--- config.mk ---
export PLATFORM = sky130hd
export DESIGN_NAME = stun_binding_response_parser_core
export DESIGN_NICKNAME = d
export VERILOG_FILES = /design/src/rtl/stunbr_pkg.sv /design/src/rtl/stun_binding_response_parser_core.sv
export SDC_FILE = /design/constraint.sdc
export NUM_CORES = 1
export LEC_CHECK = 0
export BUFFER_PORTS_ARGS = -buffer_cell sky130_fd_sc_hd__buf_2
export CAP_MARGIN = 30
export CORE_AREA = 2 2 202 154
export CTS_CLUSTER_SIZE = 24
export DETAILED_ROUTE_END_ITERATION = 10
export DIE_AREA = 0 0 204 156
export GPL_TIMING_DRIVEN = 0
export MAX_ROUTING_LAYER = met4
export PLACE_DENSITY = 0.73
export SYNTH_ARGS = -nofsm -noshare
export SYNTH_HDL_FRONTEND = slang
export SYNTH_SLANG_ARGS = --single-unit
export TNS_END_PERCENT = 100
--- constraint.sdc ---
create_clock -name clk -period 7.4 [get_ports clk]
set_input_delay 2.22 -clock clk [delete_from_list [all_inputs] [get_ports clk]]
set_output_delay 2.22 -clock clk [all_outputs]
set_load 0.02 [all_outputs]
--- src/rtl/stunbr_pkg.sv ---
// Shared types and constants for the STUN Binding response parser.
// No dependencies; used by stun_binding_response_parser_core.
package stunbr_pkg;

  localparam int unsigned MAX_DATAGRAM = 512;
  localparam int unsigned COUNT_W      = $clog2(MAX_DATAGRAM + 1);

  localparam logic [31:0] COOKIE          = 32'h2112A442;
  localparam logic [15:0] TYPE_BINDING_OK = 16'h0101;
  localparam logic [15:0] ATTR_XOR_MAPPED = 16'h0020;
  localparam logic [7:0]  FAMILY_IPV4     = 8'h01;
  localparam logic [15:0] XMA_MIN_LEN     = 16'd8;
  localparam logic [16:0] HEADER_LEN      = 17'd20;

  localparam logic CFG_TXN_UPPER = 1'b0;
  localparam logic CFG_TXN_LOWER = 1'b1;

  typedef enum logic [2:0] {
    ST_OK,
    ST_SHORT,
    ST_COOKIE,
    ST_TXN,
    ST_TYPE,
    ST_LENGTH,
    ST_OVERRUN,
    ST_NONE_FOUND
  } status_t;

  typedef enum logic [1:0] {
    WALK_NONE,
    WALK_FOUND,
    WALK_OVERRUN
  } walk_t;

  typedef struct packed {
    logic [7:0] data_byte;
    logic       last_byte;
  } byte_req_t;

  typedef struct packed {
    status_t     status;
    logic [31:0] mapped_addr;
    logic [15:0] mapped_port;
  } result_req_t;

endpackage

--- src/rtl/stun_binding_response_parser_core.sv ---
// STUN Binding response parser top level: header check, attribute walk, result register.
// Depends on stunbr_pkg.
//
// Takes one datagram byte per cycle and returns one result request on the final byte:
// status, then the XOR-MAPPED-ADDRESS IPv4 address and port (zero unless status is OK).
// Each byte updates the parse registers in the cycle it is accepted. The result is valid in
// the cycle after the final byte and sits in an output register. byte_stall is raised only
// while a result is held and result_stall is high, so the byte side waits for as long as the
// result side stalls. Otherwise the sustained rate is one byte per cycle. The user writes
// the expected transaction ID through cfg_* while no datagram is in flight; not enforced.
module stun_binding_response_parser_core (
  input  logic                     clk,
  input  logic                     rst,
  input  logic                     byte_valid,
  output logic                     byte_stall,
  input  stunbr_pkg::byte_req_t    byte_req,
  output logic                     result_valid,
  input  logic                     result_stall,
  output stunbr_pkg::result_req_t  result_req,
  input  logic                     cfg_write,
  input  logic                     cfg_index,
  input  logic [63:0]              cfg_data
);

  logic [31:0] txn_id_upper;
  logic [63:0] txn_id_lower;

  logic [stunbr_pkg::COUNT_W-1:0] byte_count, byte_count_next;
  logic [15:0] message_type, message_type_next;
  logic [15:0] message_length, message_length_next;
  logic        cookie_fault, cookie_fault_next;
  logic        txn_fault, txn_fault_next;
  logic [16:0] next_attr_start, next_attr_start_next;
  logic [15:0] attr_kind, attr_kind_next;
  logic [15:0] attr_length, attr_length_next;
  logic [7:0]  addr_family, addr_family_next;
  logic [15:0] port_shift, port_shift_next;
  logic [31:0] addr_shift, addr_shift_next;
  stunbr_pkg::walk_t walk_outcome, walk_outcome_next;

  logic                    result_valid_next;
  stunbr_pkg::result_req_t result_req_next;
  logic                    accept;

  assign byte_stall = result_valid && result_stall;
  assign accept     = byte_valid && !byte_stall;

  always_ff @(posedge clk) begin
    if (rst) begin
      txn_id_upper <= '0;
      txn_id_lower <= '0;
    end else if (cfg_write) begin
      case (cfg_index)
        stunbr_pkg::CFG_TXN_UPPER: txn_id_upper <= cfg_data[31:0];
        stunbr_pkg::CFG_TXN_LOWER: txn_id_lower <= cfg_data;
        default: ;
      endcase
    end
  end

  always_comb begin
    logic [stunbr_pkg::COUNT_W-1:0] p_count;
    logic [15:0] p_type, p_length, p_kind, p_alen, p_port;
    logic        p_cookie, p_txn;
    logic [16:0] p_nas;
    logic [7:0]  p_family;
    logic [31:0] p_addr;
    stunbr_pkg::walk_t p_walk;
    logic [7:0]  b;
    logic [95:0] txn_id;
    logic [3:0]  txn_lane;
    logic [7:0]  expect_byte;
    logic [16:0] attr_end;
    logic [16:0] pos;
    logic [16:0] rel;
    logic [15:0] len_full;
    logic [16:0] skip_len;
    stunbr_pkg::status_t st;

    p_count  = byte_count;
    p_type   = message_type;
    p_length = message_length;
    p_cookie = cookie_fault;
    p_txn    = txn_fault;
    p_nas    = next_attr_start;
    p_kind   = attr_kind;
    p_alen   = attr_length;
    p_family = addr_family;
    p_port   = port_shift;
    p_addr   = addr_shift;
    p_walk   = walk_outcome;
    b        = byte_req.data_byte;
    txn_id   = {txn_id_upper, txn_id_lower};
    txn_lane = 4'(byte_count - stunbr_pkg::COUNT_W'(8));
    expect_byte = '0;
    attr_end = stunbr_pkg::HEADER_LEN + {1'b0, message_length};
    pos      = 17'(byte_count);
    rel      = pos - next_attr_start;
    len_full = {attr_length[15:8], b};
    skip_len = '0;

    if (accept && (byte_count < stunbr_pkg::COUNT_W'(stunbr_pkg::MAX_DATAGRAM))) begin
      p_count = byte_count + stunbr_pkg::COUNT_W'(1);
      if (byte_count < stunbr_pkg::COUNT_W'(2)) begin
        p_type = {message_type[7:0], b};
      end else if (byte_count < stunbr_pkg::COUNT_W'(4)) begin
        p_length = {message_length[7:0], b};
      end else if (byte_count < stunbr_pkg::COUNT_W'(8)) begin
        expect_byte = stunbr_pkg::COOKIE[8 * (3 - int'(byte_count[1:0])) +: 8];
        if (b != expect_byte) p_cookie = 1'b1;
      end else if (byte_count < stunbr_pkg::COUNT_W'(20)) begin
        expect_byte = txn_id[8 * (11 - int'(txn_lane)) +: 8];
        if (b != expect_byte) p_txn = 1'b1;
      end else if ((walk_outcome == stunbr_pkg::WALK_NONE) && (pos >= next_attr_start) &&
                   (({1'b0, next_attr_start} + 18'd4) <= {1'b0, attr_end})) begin
        case (rel)
          17'd0: p_kind = {b, 8'h00};
          17'd1: p_kind = {attr_kind[15:8], b};
          17'd2: p_alen = {b, 8'h00};
          17'd3: begin
            p_alen   = len_full;
            skip_len = ({1'b0, len_full} + 17'd3) & ~17'd3;
            if (({1'b0, next_attr_start} + 18'd4 + {2'b00, len_full}) > {1'b0, attr_end}) begin
              p_walk = stunbr_pkg::WALK_OVERRUN;
            end else if ((attr_kind != stunbr_pkg::ATTR_XOR_MAPPED) ||
                         (len_full < stunbr_pkg::XMA_MIN_LEN)) begin
              p_nas = next_attr_start + 17'd4 + skip_len;
            end
          end
          17'd5: p_family = b;
          17'd6: p_port = {b, 8'h00};
          17'd7: p_port = {port_shift[15:8], b};
          17'd8, 17'd9, 17'd10: p_addr = {addr_shift[23:0], b};
          17'd11: begin
            p_addr   = {addr_shift[23:0], b};
            skip_len = ({1'b0, attr_length} + 17'd3) & ~17'd3;
            if (addr_family == stunbr_pkg::FAMILY_IPV4) begin
              p_walk = stunbr_pkg::WALK_FOUND;
            end else begin
              p_nas = next_attr_start + 17'd4 + skip_len;
            end
          end
          default: ;
        endcase
      end
    end

    if (p_count < stunbr_pkg::COUNT_W'(20)) begin
      st = stunbr_pkg::ST_SHORT;
    end else if (p_cookie) begin
      st = stunbr_pkg::ST_COOKIE;
    end else if (p_txn) begin
      st = stunbr_pkg::ST_TXN;
    end else if (p_type != stunbr_pkg::TYPE_BINDING_OK) begin
      st = stunbr_pkg::ST_TYPE;
    end else if ((stunbr_pkg::HEADER_LEN + {1'b0, p_length}) > 17'(p_count)) begin
      st = stunbr_pkg::ST_LENGTH;
    end else if (p_walk == stunbr_pkg::WALK_FOUND) begin
      st = stunbr_pkg::ST_OK;
    end else if (p_walk == stunbr_pkg::WALK_OVERRUN) begin
      st = stunbr_pkg::ST_OVERRUN;
    end else begin
      st = stunbr_pkg::ST_NONE_FOUND;
    end

    result_req_next.status      = st;
    result_req_next.mapped_addr = (st == stunbr_pkg::ST_OK) ?
                                  (p_addr ^ stunbr_pkg::COOKIE) : 32'h0;
    result_req_next.mapped_port = (st == stunbr_pkg::ST_OK) ?
                                  (p_port ^ stunbr_pkg::COOKIE[31:16]) : 16'h0;

    result_valid_next = (accept && byte_req.last_byte) || (result_valid && result_stall);

    if (accept && byte_req.last_byte) begin
      byte_count_next      = '0;
      message_type_next    = '0;
      message_length_next  = '0;
      cookie_fault_next    = 1'b0;
      txn_fault_next       = 1'b0;
      next_attr_start_next = stunbr_pkg::HEADER_LEN;
      attr_kind_next       = '0;
      attr_length_next     = '0;
      addr_family_next     = '0;
      port_shift_next      = '0;
      addr_shift_next      = '0;
      walk_outcome_next    = stunbr_pkg::WALK_NONE;
    end else begin
      byte_count_next      = p_count;
      message_type_next    = p_type;
      message_length_next  = p_length;
      cookie_fault_next    = p_cookie;
      txn_fault_next       = p_txn;
      next_attr_start_next = p_nas;
      attr_kind_next       = p_kind;
      attr_length_next     = p_alen;
      addr_family_next     = p_family;
      port_shift_next      = p_port;
      addr_shift_next      = p_addr;
      walk_outcome_next    = p_walk;
    end
  end

  always_ff @(posedge clk) begin
    if (rst) begin
      byte_count      <= '0;
      message_type    <= '0;
      message_length  <= '0;
      cookie_fault    <= 1'b0;
      txn_fault       <= 1'b0;
      next_attr_start <= stunbr_pkg::HEADER_LEN;
      attr_kind       <= '0;
      attr_length     <= '0;
      addr_family     <= '0;
      port_shift      <= '0;
      addr_shift      <= '0;
      walk_outcome    <= stunbr_pkg::WALK_NONE;
      result_valid    <= 1'b0;
    end else begin
      byte_count      <= byte_count_next;
      message_type    <= message_type_next;
      message_length  <= message_length_next;
      cookie_fault    <= cookie_fault_next;
      txn_fault       <= txn_fault_next;
      next_attr_start <= next_attr_start_next;
      attr_kind       <= attr_kind_next;
      attr_length     <= attr_length_next;
      addr_family     <= addr_family_next;
      port_shift      <= port_shift_next;
      addr_shift      <= addr_shift_next;
      walk_outcome    <= walk_outcome_next;
      result_valid    <= result_valid_next;
    end
  end

  // result payload: loaded on the final byte only
  always_ff @(posedge clk) begin
    if (accept && byte_req.last_byte) begin
      result_req <= result_req_next;
    end
  end

endmodule
# --- Word level (Yosys, flattened, before mapping) ---
# Index checks and enable logic that the tools add are counted.
totals:
  register_bits: 299
  inputBits: 79
  output_inout_bits: 53
  wordCells: 154
op_classes:
  n_addsub: 14
  order_cmp: 11
  n_eq_ne: 20
  shift: 2
  n_mux: 53
  bitwise: 9
  reduce_logical: 25
op_table:
  columns: ["op", "count"]
  rows:
  - ["32-bit two-way mux", 7]
  - ["16-bit two-way mux", 11]
  - ["16-bit one-hot mux with 2 select lines", 3]
  - ["96-bit by 8-bit indexed part select with 8-bit output", 1]
  - ["17-bit by 4-bit equality test with 1-bit output, second input constant", 4]
  - ["17-bit by 3-bit equality test with 1-bit output, second input constant", 3]
  - ["17-bit two-way mux", 3]
  - ["16-bit by 2-bit adder with 17-bit output, second input constant", 2]
  - ["17-bit adder", 2]
  - ["5-bit by 16-bit adder with 17-bit output, first input constant", 2]
  - ["17-bit by 2-bit equality test with 1-bit output, second input constant", 2]
  - ["17-bit one-hot mux with 2 select lines", 1]
  - ["32-bit by 6-bit indexed part select with 8-bit output, first input constant", 1]
  - ["7-bit AND reduction", 3]
  - ["10-bit by 5-bit less-than comparator with 1-bit output, second input constant", 2]
  - ["17-bit by 3-bit adder with 18-bit output, second input constant", 1]
  - ["18-bit by 16-bit adder with 18-bit output", 1]
  - ["18-bit by 17-bit > comparator with 1-bit output", 1]
  - ["18-bit by 17-bit <= comparator with 1-bit output", 1]
  - ["3-bit two-way mux", 6]
  - ["17-bit by 3-bit adder with 17-bit output, second input constant", 1]
  - ["17-bit by 1-bit equality test with 1-bit output, second input constant", 1]
  - ["10-bit by 17-bit >= comparator with 1-bit output", 1]
  - ["17-bit by 10-bit > comparator with 1-bit output", 1]
  - ["36 further kinds", 73]

# --- Longest topological paths before layout ---
logic_depth:
  ltp_word: 20
  mapped_depth: 28
  ltp_nobuf: 26

# --- Least setup slack after synthesis ---
# Ideal clock, no wire load.
synth_path:
  path_kind: "input-to-reg"
  startpoint: "in byte_req[3] (netlist name)"
  endpoint: "reg result_req[13] (netlist name), data pin"
  setup_time_ns: 0.130
  t_arrival_ns: 6.752
  t_required_ns: 7.270
  path_slack_ns: 0.518
  stages: 24
  path_buffers: 1
  path_cell_list: "ha_1 -> fa_1 -> a21o_1 -> a21o_1 -> a21o_1 -> a21o_1 -> a21o_1 -> a211oi_1 -> o21ai_0 -> a31o_2 -> a21oi_1 -> xnor2_1 -> ha_1 -> a21oi_1 -> nand3b_1 -> a21oi_1 -> o21ai_0 -> a31oi_1 -> nor4_1 -> a21oi_1 -> ha_1 -> or3_1 -> buf_2 -> and3b_2"
synth_between:
  elab_chain_cells: 19
  elab_cells_between_ends: 41
  classes_between: "2 x add/sub; 2 x order compare; 5 x eq/ne; 31 x mux; 1 x reduce/logical"
synth_lines:
  columns: ["item", "line", "source"]
  rows:
  - ["start: declaration", "stun_binding_response_parser_core.sv:16", "input stunbr_pkg::byte_req_t byte_req,"]
  - ["18-bit by 16-bit adder with 18-bit output", "stun_binding_response_parser_core.sv:123", "if (({1'b0, next_attr_start} + 18'd4 + {2'b00, len_full}) > {1'b0, attr_end}) begin"]
  - ["18-bit by 17-bit > comparator with 1-bit output", "stun_binding_response_parser_core.sv:123", null]
  - ["2-bit two-way mux", "stun_binding_response_parser_core.sv:123", null]
  - ["2-bit one-hot mux with 2 select lines", "stun_binding_response_parser_core.sv:116", "case (rel)"]
  - ["2-bit two-way mux", "stun_binding_response_parser_core.sv:114", "end else if ((walk_outcome == stunbr_pkg::WALK_NONE) && (pos >= next_attr_start) &&"]
  - ["2-bit two-way mux", "stun_binding_response_parser_core.sv:111", "end else if (byte_count < stunbr_pkg::COUNT_W'(20)) begin"]
  - ["2-bit two-way mux", "stun_binding_response_parser_core.sv:108", "end else if (byte_count < stunbr_pkg::COUNT_W'(8)) begin"]
  - ["2-bit two-way mux", "stun_binding_response_parser_core.sv:106", "end else if (byte_count < stunbr_pkg::COUNT_W'(4)) begin"]
  - ["(+3 left out)", null, null]
  - ["1-bit two-way mux", "stun_binding_response_parser_core.sv:160", "end else if (p_walk == stunbr_pkg::WALK_OVERRUN) begin"]
  - ["3-bit two-way mux", "stun_binding_response_parser_core.sv:158", "end else if (p_walk == stunbr_pkg::WALK_FOUND) begin"]
  - ["3-bit two-way mux", "stun_binding_response_parser_core.sv:156", "end else if ((stunbr_pkg::HEADER_LEN + {1'b0, p_length}) > 17'(p_count)) begin"]
  - ["3-bit two-way mux", "stun_binding_response_parser_core.sv:154", "end else if (p_type != stunbr_pkg::TYPE_BINDING_OK) begin"]
  - ["3-bit two-way mux", "stun_binding_response_parser_core.sv:152", "end else if (p_txn) begin"]
  - ["3-bit two-way mux *", "stun_binding_response_parser_core.sv:150", "end else if (p_cookie) begin"]
  - ["3-bit two-way mux *", "stun_binding_response_parser_core.sv:148", "if (p_count < stunbr_pkg::COUNT_W'(20)) begin"]
  - ["3-bit zero test *", "stun_binding_response_parser_core.sv:169", "result_req_next.mapped_port = (st == stunbr_pkg::ST_OK) ?"]
  - ["end signal: assignment", "stun_binding_response_parser_core.sv:238", "result_req <= result_req_next;"]
  - ["end: declaration", "stun_binding_response_parser_core.sv:19", "output stunbr_pkg::result_req_t result_req,"]
# Mark *: on every way between the ends. The rest lies on a longest branch, timed or not.
# A chain may end at the register's enable or synchronous reset.

# --- Worst setup path in the final report ---
layout_path:
  startpoint: "in byte_req[3] (netlist name)"
  endpoint: "reg result_req[7] (netlist name), data pin"
# The elaborated chain is that of the path after synthesis.

==> flow_summary.toml <==
[status]
status = "completed"

[job]
max_cap_violations = 0

[timing]
finalCritPeriodShare = 0.9759
fin_setup_tns_ns = 0
slew_headroom = 0.2887
drv_slew = 0
worst_slew_pin_slew_ns = 1.058
setup_viol = 0
period_minus_slack_ns = 7.222
rsz0062_at_grt = "false"
hold_viol_final = 0
finClkSkew_ns = 0.01288
fmax_mhz = 138.5

[setup_path]
start_kind = "input port"
crit_arrival_ns = 7.61
critPathMostFrequentCell = "a21o_1"
slowest_stage = "or3_4"
crit_type = "input port to flop"
critPathMaxFanout = 10
critical_path.max_stage_delay_ns = 0.45
crit_path_end_kind = "flop"
worstPathRequired_ns = 7.79

[power]
p_clk_frac = 0.402
switching_share = 0.2638
switchingPower_mw = 0.9065
fin_total_pwr_mw = 3.437
power_density_nw_per_um2 = 187.9
internal_power_mw = 2.530
max-vdd-ir-drop_v = 0.0001805
power_frac_comb = 0.103
seqPwrFrac = 0.496
p_leak_nw = 7.255

[floorplanning]
io_pins = 132
dieArea_um2 = 31820
start_util = 0.5421
fp.dieW_um = 204
die_h_um = 156
rows = 55
core_region_area_um2 = 29870

[clock_network]
htreeDepth = 1
clkSinkCount = 297
cts_tree = "built"
clk_path_buf_depth = 3
clock_latency_ns = 0.57
clk_pin_slew_ns = 0.06
hold_buffers = 0
numCtsBuffers = 29
cts-root-buf = "clkbuf_16"

[place]
io_buffers = 130
dpl.hpwl_um = 36820
routabilityCongestion = 0.9641

[grt]
grt_start_max_net_pins = 41
grt_pass1_wl_um = 76230
grt_pass1_vias = 14000
grt-ovfl-total = 0
grtUsageTotal = 0.3175
antenna_found_initial = 1

[routing]
drt_iter0_drc = 1610
first_pass_iters = 6
ant_nets = 0
drc = 0
routedWlPerCell_um = 20.04
via_per_inst = 5.978
via_count = 14800
routed_wl_um = 49600

[yosys]
avgSynthCellArea_um2 = 8.585
yosysUniqueCellTypes = 72
synth-main-ff-cell = "dfxtp_1"
synth_nets = 2061
synth_async_sr_flop_share = 0
synth-seq-area-share = 0.3987
syn_area_um2 = 16190
synth-edff-count = 51
synth-seq-cells = 297
synthesis.instances = 1886
yosysWarnings = 0

[final_layout]
nets = 2227
area_growth_pct = 12.97
drive_gt1_frac = 0.1205

[hold_path]
hold_class = "flop to flop"
-- power groups by stage --
stage	clock [mW]	combinational [mW]	sequential, mW
after detailed placement	0	0.340	1.74
final	1.38	0.352	1.70
after floorplan	0	0.195	1.75
after CTS	1.40	0.342	1.70
after global placement	0	0.332	1.74
after global routing	1.46	0.377	1.71
-- logic make-up after synthesis --
family	Yosys count	synth area share
AND/OR/NAND/NOR	758	0.2153
flip-flops	297	0.3987
multiplexers	100	0.08044
buffers and inverters	160	0.04010
XOR/XNOR	97	0.05247
adder cells (fa/ha/maj)	96	0.07557
AO/OA/AOI/OAI	378	0.1374
-- cells in the mapped netlist (34+ instances only) --
library cell | number | area (um^2)
o21ai_0 | 34 | 170.2
ha_1 | 93 | 1164
mux2i_1 | 75 | 750.7
edfxtp_1 | 51 | 1531
xor2_1 | 40 | 350.3
nand3_1 | 37 | 185.2
inv_1 | 51 | 191.4
nand2_1 | 343 | 1287
a21oi_1 | 225 | 1126
xnor2_1 | 57 | 499.2
nor2_1 | 193 | 724.4
clkbuf_1 | 80 | 300.3
dfxtp_1 | 246 | 4925
-- per-stage QoR --
step / area, um^2 / hold WS (ns) / instances / worst slack, ns / util
detailed placement: 17390 / 0.4450 / 2419 / -0.7326 / 0.5821
global route: 18290 / 0.4686 / 2475 / 0.03776 / 0.6124
CTS: 18250 / 0.4539 / 2473 / 0.02692 / 0.6111
finish: 18290 / 0.4527 / 2475 / 0.1783 / 0.6124
floorplan: 16190 / 0.4271 / 1886 / 0.5176 / -
global placement: 17340 / 0.4386 / 2415 / -0.6889 / 0.5806
-- routing by layer --
metal | up-vias | track usage | share of wire
li1 | 6962 | - | -
met1 | 7055 | 0.4509 | 0.45
met2 | 677 | 0.4555 | 0.42
met3 | 102 | 0.06537 | 0.11
met4 | 0 | 0.09282 | 0.026
met5 | - | - | 0
-- cell usage in the layout, fill, tap and decap left out, types with 9 or more instances in the layout --
master	count
clkbuf_1	89
nor3_1	22
mux2i_1	75
xnor2_1	57
nor4b_1	13
xor2_1	40
nand2_1	343
a31oi_1	16
ha_1	92
nand2b_1	12
and3_1	13
nand3_1	37
clkbuf_16	29
and2_1	15
o21a_1	9
nor2b_1	10
nor4_1	19
dfxtp_1	246
a21oi_1	223
nand4_1	28
buf_2	146
inv_1	50
a21o_1	18
mux4_2	24
edfxtp_1	51
nor2_1	193
or3_1	10
o21ai_0	32
o22ai_1	12
-- final timing paths --
path               startpoint                   to  slack (ns)  cells past startpoint
max               byte_req[3]        result_req[7]        0.18                     26
min          txn_id_lower[13]     txn_id_lower[13]        0.45                      2
max reg2reg     byte_count[2]  next_attr_start[15]        0.86                     26
min reg2reg  txn_id_lower[13]     txn_id_lower[13]        0.45                      2
-- registers in the layout, summed over array words and instances, names as in the netlist, 2 cells and up --
name,count
addr_family,8
addr_shift,32
attr_kind,16
attr_length,16
byte_count,10
message_length,16
message_type,16
next_attr_start,15
port_shift,16
result_req,51
txn_id_lower,64
txn_id_upper,32
walk_outcome,2
-- worst max-delay path, delay by kind of cell --
kind	cells	cell delay (ns)
adder cells (fa/ha/maj)	4	1.17
AO/OA/AOI/OAI	15	2.98
XOR/XNOR	1	0.14
buffers and inverters	2	0.35
AND/OR/NAND/NOR	4	0.76
-- layout make-up --
| type | instances | area (um^2) |
|---|---|---|
| buffer | 109 | 461.7 |
| timing repair buffer | 135 | 701.9 |
| fill | 2646 | 11570 |
| sequential | 297 | 6456 |
| multi-input combinational | 1429 | 9121 |
| clock buffer | 39 | 763.2 |
| inverter | 51 | 191.4 |
| clock inverter | 15 | 93.84 |
| antenna | 1 | 2.502 |
| tap | 399 | 499.2 |
-- repair_timing --
item	in CTS	in global routing
endpoints found under the setup margin	28	50
resized for setup	2	12
pin swaps	1	5
setup buffers	0	1
cloned	0	0
Power figures use the tool's default switching activity.
